===== config.mk =====
export PLATFORM = sky130hd
export DESIGN_NAME = modular_exponentiation_unit
export DESIGN_NICKNAME = d
export VERILOG_FILES = /design/src/rtl/mexp_pkg.sv /design/src/rtl/mexp_mulmod.sv /design/src/rtl/modular_exponentiation_unit.sv
export VERILOG_INCLUDE_DIRS = /design/src /design/src/rtl
export SDC_FILE = /design/constraint.sdc
export NUM_CORES = 2
export LEC_CHECK = 0
export ABC_AREA = 1
export BUFFER_PORTS_ARGS = -buffer_cell sky130_fd_sc_hd__buf_2
export CAP_MARGIN = 10
export CORE_UTILIZATION = 46
export CTS_BUF_LIST = sky130_fd_sc_hd__clkbuf_16
export DETAILED_ROUTE_END_ITERATION = 7
export MAX_ROUTING_LAYER = met4
export PLACE_DENSITY = 0.7
export REMOVE_ABC_BUFFERS = 1
export SYNTH_ARGS = -nofsm -noshare
export SYNTH_HDL_FRONTEND = slang
export SYNTH_SLANG_ARGS = --single-unit

===== constraint.sdc =====
create_clock -name aclk -period 7.4 [get_ports aclk]
set_clock_uncertainty 0.1 [all_clocks]
set_input_delay 1.48 -clock aclk [delete_from_list [all_inputs] [get_ports aclk]]
set_output_delay 1.48 -clock aclk [all_outputs]
set_load 0.01 [all_outputs]

===== src/rtl/modular_exponentiation_unit_assert.svh =====
// Assertion macros for the modular exponentiation unit.
`ifndef MODULAR_EXPONENTIATION_UNIT_ASSERT_SVH
`define MODULAR_EXPONENTIATION_UNIT_ASSERT_SVH
`ifndef SYNTHESIS
// Property that must hold at every clock edge outside of reset.
`define MEXP_ASSERT(lbl, prop, msg) \
    lbl: assert property (@(posedge aclk) disable iff (!aresetn) prop) \
        else $error(msg);
// Property whose consequent must hold in the cycle after its antecedent.
`define MEXP_ASSERT_NEXT(lbl, ante, cons, msg) \
    lbl: assert property (@(posedge aclk) disable iff (!aresetn) (ante) |=> (cons)) \
        else $error(msg);
`else
`define MEXP_ASSERT(lbl, prop, msg)
`define MEXP_ASSERT_NEXT(lbl, ante, cons, msg)
`endif
`endif


===== src/rtl/mexp_pkg.sv =====
// Shared constants and types of the modular exponentiation unit.
package mexp_pkg;

    // The modulus, a 30-bit prime, and its multiples used by the reduction.
    localparam logic [29:0] PRIME       = 30'd998244353;
    localparam logic [31:0] PRIME_W32   = 32'd998244353;
    localparam logic [31:0] TWO_PRIME   = 32'd1996488706;

    // Barrett reciprocal floor(2^60 / PRIME), which needs 31 bits.
    localparam logic [63:0] MU_FULL     = 64'h1000_0000_0000_0000 / 64'd998244353;
    localparam logic [30:0] MU          = MU_FULL[30:0];

    // Number of exponent bits scanned; bits above the 32-bit field are zero.
    localparam int          EXP_BITS    = 32;
    localparam int          EXP_W       = (EXP_BITS < 32) ? EXP_BITS : 32;
    localparam logic [EXP_W-1:0] INV_EXP = EXP_W'(998244351);

    // Request kinds carried on the input side band.
    localparam logic        REQ_POW     = 1'b0;
    localparam logic        REQ_INV     = 1'b1;

    // Destination of a multiplier result.
    localparam logic        TAG_ACC     = 1'b0;
    localparam logic        TAG_SQ      = 1'b1;

    typedef struct packed {
        logic        valid;
        logic        tag;
        logic [29:0] a;
        logic [29:0] b;
    } mul_req_t;

    typedef struct packed {
        logic        valid;
        logic        tag;
        logic [29:0] res;
    } mul_rsp_t;

endpackage


===== src/rtl/mexp_mulmod.sv =====
// Five-stage pipelined modular multiplier with Barrett reduction.
module mexp_mulmod import mexp_pkg::*; (
    input  logic     aclk,
    input  logic     aresetn,
    input  mul_req_t req,
    output mul_rsp_t rsp
);

    logic [4:0]  vld_reg;
    logic [4:0]  tag_reg;
    logic [59:0] x_reg;
    logic [59:0] x_next;
    logic [61:0] q2_reg;
    logic [61:0] q2_next;
    logic [31:0] xlo1_reg;
    logic [31:0] xlo2_reg;
    logic [31:0] t_reg;
    logic [31:0] t_next;
    logic [31:0] r_reg;
    logic [31:0] r_next;
    logic [29:0] res_reg;
    logic [29:0] res_next;

    // Full product, then quotient estimate, then the quotient times the prime.
    assign x_next  = 60'(req.a) * 60'(req.b);
    assign q2_next = 62'(x_reg[59:29]) * 62'(MU);
    assign t_next  = 32'(q2_reg[61:31]) * PRIME_W32;
    // The true remainder is below three times the prime, so 32 bits hold it.
    assign r_next  = xlo2_reg - t_reg;

    always_comb begin
        if (r_reg >= TWO_PRIME) begin
            res_next = 30'(r_reg - TWO_PRIME);
        end else if (r_reg >= PRIME_W32) begin
            res_next = 30'(r_reg - PRIME_W32);
        end else begin
            res_next = r_reg[29:0];
        end
    end

    always_ff @(posedge aclk) begin
        if (!aresetn) begin
            vld_reg <= '0;
        end else begin
            vld_reg <= {vld_reg[3:0], req.valid};
        end
    end

    always_ff @(posedge aclk) begin
        tag_reg  <= {tag_reg[3:0], req.tag};
        x_reg    <= x_next;
        q2_reg   <= q2_next;
        xlo1_reg <= x_reg[31:0];
        t_reg    <= t_next;
        xlo2_reg <= xlo1_reg;
        r_reg    <= r_next;
        res_reg  <= res_next;
    end

    assign rsp.valid = vld_reg[4];
    assign rsp.tag   = tag_reg[4];
    assign rsp.res   = res_reg;

endmodule


===== src/rtl/modular_exponentiation_unit.sv =====
// Top level of the modular exponentiation unit: sequencer, operand registers and stream ports.
// The unit computes base_value raised to exponent modulo the prime 998244353 by right-to-left
// binary square-and-multiply; a transfer with tuser set asks for the modular inverse instead,
// which uses the exponent 998244351 and ignores the exponent field. A zero exponent gives 1 and
// the inverse of zero gives 0. Every input transfer yields exactly one output transfer. All
// arithmetic runs on one shared modular multiplier. For each scanned exponent bit the
// accumulator multiply and the squaring are issued in consecutive cycles and the sequencer
// waits for both results. The highest set bit needs no squaring. The scan stops after the
// highest set exponent bit. Once the result is loaded into the output register, the
// sequencer returns to idle and can accept the next item in the following cycle. The unit
// takes one item at a time; s_tready is high only while the sequencer is idle. A finished
// result sits in an output register, so a new item may be accepted while the previous
// result still waits for m_tready.
`include "modular_exponentiation_unit_assert.svh"

module modular_exponentiation_unit import mexp_pkg::*; (
    input  logic        aclk,
    input  logic        aresetn,
    input  logic        s_tvalid,
    output logic        s_tready,
    input  logic [63:0] s_tdata,   // [29:0] base_value, [61:30] exponent, [63:62] zero
    input  logic        s_tuser,   // [0] req_type
    output logic        m_tvalid,
    input  logic        m_tready,
    output logic [31:0] m_tdata    // [29:0] result_value, [31:30] zero
);

    // Sequencer states.
    localparam logic [1:0] ST_IDLE = 2'd0;
    localparam logic [1:0] ST_RUN  = 2'd1;
    localparam logic [1:0] ST_SQR  = 2'd2;
    localparam logic [1:0] ST_WAIT = 2'd3;

    logic [1:0]       state_reg;
    logic [1:0]       state_next;
    logic [EXP_W-1:0] exp_reg;
    logic [EXP_W-1:0] exp_next;
    logic [29:0]      acc_reg;
    logic [29:0]      acc_next;
    logic [29:0]      sq_reg;
    logic [29:0]      sq_next;
    logic [1:0]       pend_reg;
    logic [1:0]       pend_next;
    logic             m_valid_reg;
    logic             m_valid_next;
    logic [29:0]      m_data_reg;
    logic [29:0]      m_data_next;

    logic             s_xfer;
    logic             out_busy;
    logic             load_out;
    logic [29:0]      base_in;
    logic [29:0]      base_red;
    logic [EXP_W-1:0] exp_in;
    mul_req_t         mul_req;
    mul_rsp_t         mul_rsp;

    mexp_mulmod u_mulmod (
        .aclk    (aclk),
        .aresetn (aresetn),
        .req     (mul_req),
        .rsp     (mul_rsp)
    );

    assign s_tready = (state_reg == ST_IDLE);
    assign s_xfer   = s_tvalid && s_tready;

    // The base field may exceed the prime by less than one modulus, so one subtraction reduces it.
    assign base_in  = s_tdata[29:0];
    assign base_red = (base_in >= PRIME) ? (base_in - PRIME) : base_in;
    assign exp_in   = (s_tuser == REQ_INV) ? INV_EXP : s_tdata[30 +: EXP_W];

    // The output register is free unless it holds a result that is not being taken.
    assign out_busy = m_valid_reg && !m_tready;
    assign load_out = (state_reg == ST_RUN) && (exp_reg == '0) && !out_busy;

    // Multiplier issue: the accumulator multiply in the run state when the current bit is set,
    // and the squaring in the following cycle when higher bits remain to be scanned.
    always_comb begin
        mul_req.valid = 1'b0;
        mul_req.tag   = TAG_ACC;
        mul_req.a     = acc_reg;
        mul_req.b     = sq_reg;
        unique case (state_reg)
            ST_RUN: begin
                mul_req.valid = (exp_reg != '0) && exp_reg[0];
            end
            ST_SQR: begin
                mul_req.valid = (exp_reg[EXP_W-1:1] != '0);
                mul_req.tag   = TAG_SQ;
                mul_req.a     = sq_reg;
            end
            default: begin
                mul_req.valid = 1'b0;
            end
        endcase
    end

    always_comb begin
        state_next = state_reg;
        exp_next   = exp_reg;
        acc_next   = acc_reg;
        sq_next    = sq_reg;
        unique case (state_reg)
            ST_IDLE: begin
                if (s_xfer) begin
                    state_next = ST_RUN;
                    exp_next   = exp_in;
                    acc_next   = 30'd1;
                    sq_next    = base_red;
                end
            end
            ST_RUN: begin
                if (exp_reg != '0) begin
                    state_next = ST_SQR;
                end else if (!out_busy) begin
                    state_next = ST_IDLE;
                end
            end
            ST_SQR: begin
                exp_next   = exp_reg >> 1;
                state_next = ST_WAIT;
            end
            ST_WAIT: begin
                if (pend_reg == 2'd0) begin
                    state_next = ST_RUN;
                end
            end
            default: begin
                state_next = ST_IDLE;
            end
        endcase
        // Results return only while waiting, never on the cycle of a new load.
        if (mul_rsp.valid) begin
            if (mul_rsp.tag == TAG_ACC) begin
                acc_next = mul_rsp.res;
            end else begin
                sq_next = mul_rsp.res;
            end
        end
    end

    assign pend_next    = 2'(pend_reg + {1'b0, mul_req.valid} - {1'b0, mul_rsp.valid});
    assign m_valid_next = load_out || out_busy;
    assign m_data_next  = load_out ? acc_reg : m_data_reg;

    always_ff @(posedge aclk) begin
        if (!aresetn) begin
            state_reg   <= ST_IDLE;
            pend_reg    <= 2'd0;
            m_valid_reg <= 1'b0;
        end else begin
            state_reg   <= state_next;
            pend_reg    <= pend_next;
            m_valid_reg <= m_valid_next;
        end
    end

    always_ff @(posedge aclk) begin
        exp_reg    <= exp_next;
        acc_reg    <= acc_next;
        sq_reg     <= sq_next;
        m_data_reg <= m_data_next;
    end

    assign m_tvalid = m_valid_reg;
    assign m_tdata  = {2'b00, m_data_reg};

    // Multiplier results may only arrive while the sequencer waits for them.
    `MEXP_ASSERT(a_rsp_in_wait, mul_rsp.valid |-> state_reg == ST_WAIT, "result outside wait state")
    // No multiply may still be in flight once the sequencer is idle.
    `MEXP_ASSERT(a_idle_drained, state_reg == ST_IDLE |-> pend_reg == 2'd0, "pending multiply")
    // A completed item presents a fully reduced result in the following cycle.
    `MEXP_ASSERT_NEXT(a_out_reduced, load_out, m_tvalid && m_tdata[29:0] < PRIME, "bad result")

endmodule

==> results of run 1 <==
==> cells by family after synthesis <==
group,synth area share
AND/OR/NAND/NOR,0.171
buffers and inverters,0.118
adder cells (fa/ha/maj),0.493
AO/OA/AOI/OAI,0.0543
flip-flops,0.137
XOR/XNOR,0.0266
other,0.0000616
==> metal layers <==
metal and GRT usage:
met4 0.155, met3 0.0649, met1 0.398, met5 -
met2 0.486
==> stage by stage <==
step | instances | worst slack [ns] | utilization
2_1_floorplan | 7208 | -2.24 | -
4_1_cts | 9702 | -0.175 | 0.533
5_1_grt | 9730 | -0.463 | 0.540
3_5_place_dp | 9579 | -0.609 | 0.509
3_3_place_gp | 9579 | -0.605 | 0.509
==> timing repair <==
item                                   in CTS  in global routing
resized for setup                         361                213
buffers inserted                           48                 23
endpoints found under the hold margin       0                  0
hold buffers                                0                  0
pin swaps                                  90                 72
setup endpoints to repair                  43                 46
gates cloned                                5                  1
==> reports/results.txt, run 1 <==
Mapped Cells: 7414
clk sinks: 386
GPL Wtd Cong: 1.07
number of cell rows: 133
PortBufs: 98
Failed at: detailed routing (5_2_route)
worst endpoint type: register data pin
clock buffer depth: 3
EDFF count, synth: 62
DP Area: 0.0669 mm^2
Synth Register Bits: 386
worst endpoint after global-route timing repair: u_mulmod.x_reg[42]$_DFF_P_/D
largest net degree at the start of global routing: 60
top-count cell post-synth: inv_1
synth cell count leaders: inv_1 (1663), nand2_1 (1179), fa_1 (1048)
initial core utilization: 0.463
vias in the first global route: 53.0k
Top FF cell, synth: dfxtp_1
remaining global-route overflow: 0
ys async rst share: 0
Post-Syn Area per Cell: 8.21 um^2
CTS root buffer: clkbuf_16
synth unique cells: 52
CTS Buf Count: 38
status: did not finish
dpl hpwl: 175000 um
I/O pins: 103
Post-Synthesis Cell Area: 0.0609 mm^2
die width: 366 um
global-route wire length before repair: 313000 um
dominant cell type by area after synthesis: fa_1
initial antenna violation count: 7
Yosys warning count: 0
First Err: [ERROR DRT-0255] Maze Route cannot find path of net aclk in worker of routeBox ( 338100 0 ) ( 365865 48300 ).
Total GRT Usage: 0.317
register area share after synthesis: 0.137
CTS H-tree lvls: 2
Die Y: 366 um
Synth top area share: 0.344
Synth area leaders: fa_1 (34%), ha_1 (15%), dfxtp_1 (11%)
==> run 2, diff against run 1 <==
- CORE_UTILIZATION: 46 -> 31
- CTS_BUF_LIST: sky130_fd_sc_hd__clkbuf_16 -> unset
- MAX_ROUTING_LAYER: met4 -> unset
- PLACE_DENSITY: 0.7 -> unset
- PLACE_DENSITY_LB_ADDON: unset -> 0.15
- clock period: 7.4 -> 9.6 ns (I/O delays scaled with it)
==> run 2 against run 1 <==
  * The run now ends clean
  * Global-route usage shrank 9.6 points
  * Synthesized area did not move
  * Synthesized cell count unchanged
==> reports/results.txt, run 2 <==
worst path arrival time: 9.69 ns
final instance area: 0.0665 mm^2
Max FO, Critical Path: 21
layout cell share with drive strength beyond 1: 0.0528
clock buffer depth: 3
Final ANT Viol Nets: 0
PortBufs: 98
CTS hold repair buffers: 0
Hold Slack: 0.206 ns
area delta synth->final: 9.25%
Synth top area share: 0.344
synth cell count leaders: inv_1 (1663), nand2_1 (1179), fa_1 (1048)
DP Area: 0.0651 mm^2
RSZ-0062 raised after global routing: false
GPL Wtd Cong: 0.970
min-delay worst type: reg2reg
WL per Instance: 21.3 um
CTS root buffer: clkbuf_16
fin crit period: 9.24 ns
I/O pins: 103
most frequent cells in the layout: inv_1 (1663), nand2_1 (1178), fa_1 (1048), nor2_1 (1022), ha_1 (722)
CTS resizes: 0
fmax: 108 MHz
first-iteration detailed-routing DRC count: 3067
placed insts: 10.1k
CTS tree: built
final hold vios: 0
Synth area leaders: fa_1 (34%), ha_1 (15%), dfxtp_1 (11%)
CTS Buf Count: 44
initial antenna violation count: 6
DRC Markers: 0
number of cell rows: 162
synth unique cells: 52
global-route wire length before repair: 326000 um
Total GRT Usage: 0.221
period utilization: 0.963
via/cell ratio: 4.72
EDFF count, synth: 62
die area: 0.198 mm^2
Mapped Cells: 7414
FILL cells: 20.9k
status: finished, final reports clean
final setup fails: 0
Post-Synthesis Cell Area: 0.0609 mm^2
Worst setup SP type: flop
Final nets: 9354
Post-Syn Area per Cell: 8.21 um^2
Final Non-Filler Cells: 10.2k
die width: 445 um
CTS clock-pin slew for the worst setup and hold paths: 0.06 ns
top-count cell post-synth: inv_1
remaining global-route overflow: 0
Routed WL: 217000 um
slew margin rel.: 0.244
initial core utilization: 0.312
clk sinks: 386
ys async rst share: 0
drt pass-1 iters: 6
Die Y: 445 um
Yosys warning count: 0
largest net degree at the start of global routing: 60
core box area: 0.195 mm^2
commonest non-fill, non-tap cell in the layout: inv_1
Worst-Margin Slew: 1.13 ns
CTS H-tree lvls: 2
clock insertion delay at the later pin of the skew report: 0.66 ns
Synth Register Bits: 386
register area share after synthesis: 0.137
max reg flops: 60
crit path kind: reg2reg
MaxCap Viol Count: 0
dominant cell type by area after synthesis: fa_1
Critical Path RT: 10.05 ns
vias in the first global route: 50.4k
fin util: 0.341
via count: 48.0k
dpl hpwl: 187000 um
Post-CTS Setup Inserts: 0
fin. max-slew vios: 0
Top FF cell, synth: dfxtp_1
CP endpoint kind: flop
[run 2: cell counts after synthesis]
No cell type changed its count.
[run 2: critical path: stages (launching register included)]
cell and delay (ns):
dfxtp_1 0.33, inv_1 0.11, ha_2 0.60, buf_4 0.30, nor2_1 0.06, nor2_1 0.64, a21oi_1 0.39, inv_2 0.16
buf_4 0.29, nand2_1 0.12, fa_1 0.51, fa_1 0.56, fa_1 0.52, fa_1 0.51, inv_1 0.06, fa_1 0.55
fa_1 0.44, fa_1 0.70, ha_1 0.32, ha_1 0.45, nand2_1 0.13, nor2_1 0.19, inv_1 0.09, nor2_1 0.10
inv_1 0.10, nor3_1 0.37, a21oi_1 0.15, xnor2_1 0.26
[run 2: metrics by stage]
stage                     setup TNS [ns]  worst slack [ns]
after floorplan                  -0.0512           -0.0368
after global placement                 0             0.449
after detailed placement               0             0.463
after CTS                              0             0.441
after global routing                   0            0.0209
final                                  0             0.356
[run 2: layer usage]
layer / vias to the layer above / part of all wire / GRT usage
li1: 22600 / - / -
met4: 2 / 0.037 / 0.0734
met2: 1101 / 0.47 / 0.371
met5: - / 0.000060 / 0
met1: 24100 / 0.44 / 0.296
met3: 236 / 0.044 / 0.0212
[run 2: cell type report]
| class | instances | area [um^2] | share of cell area |
|---|---|---|---|
| clock inverter | 28 | 308 | 0.00463 |
| antenna | 2 | 5.00 | 0.0000752 |
| clock buffer | 49 | 1160 | 0.0175 |
| sequential | 386 | 8350 | 0.125 |
| timing repair buffer | 260 | 1710 | 0.0257 |
| tap | 2624 | 3280 | 0.0493 |
| multi-input combinational | 5139 | 45400 | 0.682 |
| inverter | 1683 | 6320 | 0.0950 |
[run 2: path summary, 6_finish.rpt]
kind | slack (ns) | from | depth (start not counted) | end
max reg2reg | 0.36 | state_reg[0] | 27 | u_mulmod.x_reg[35]
min reg2reg | 0.21 | u_mulmod.xlo1_reg[21] | 0 | u_mulmod.xlo2_reg[21]
min | 0.21 | u_mulmod.xlo1_reg[21] | 0 | u_mulmod.xlo2_reg[21]
max | 0.36 | state_reg[0] | 27 | u_mulmod.x_reg[35]
[run 2: cell families after synthesis]
group | Yosys count | synth area share
other cells | 1 | 0.0000616
compound gates | 600 | 0.0543
flops | 386 | 0.137
xor+xnor | 185 | 0.0266
buf+inv | 1890 | 0.118
simple gates | 2581 | 0.171
fa+ha+maj | 1771 | 0.493
Power of run 2 is not shown: default switching activity piles up to over one toggle a cycle in this logic, so the estimate is an artifact.
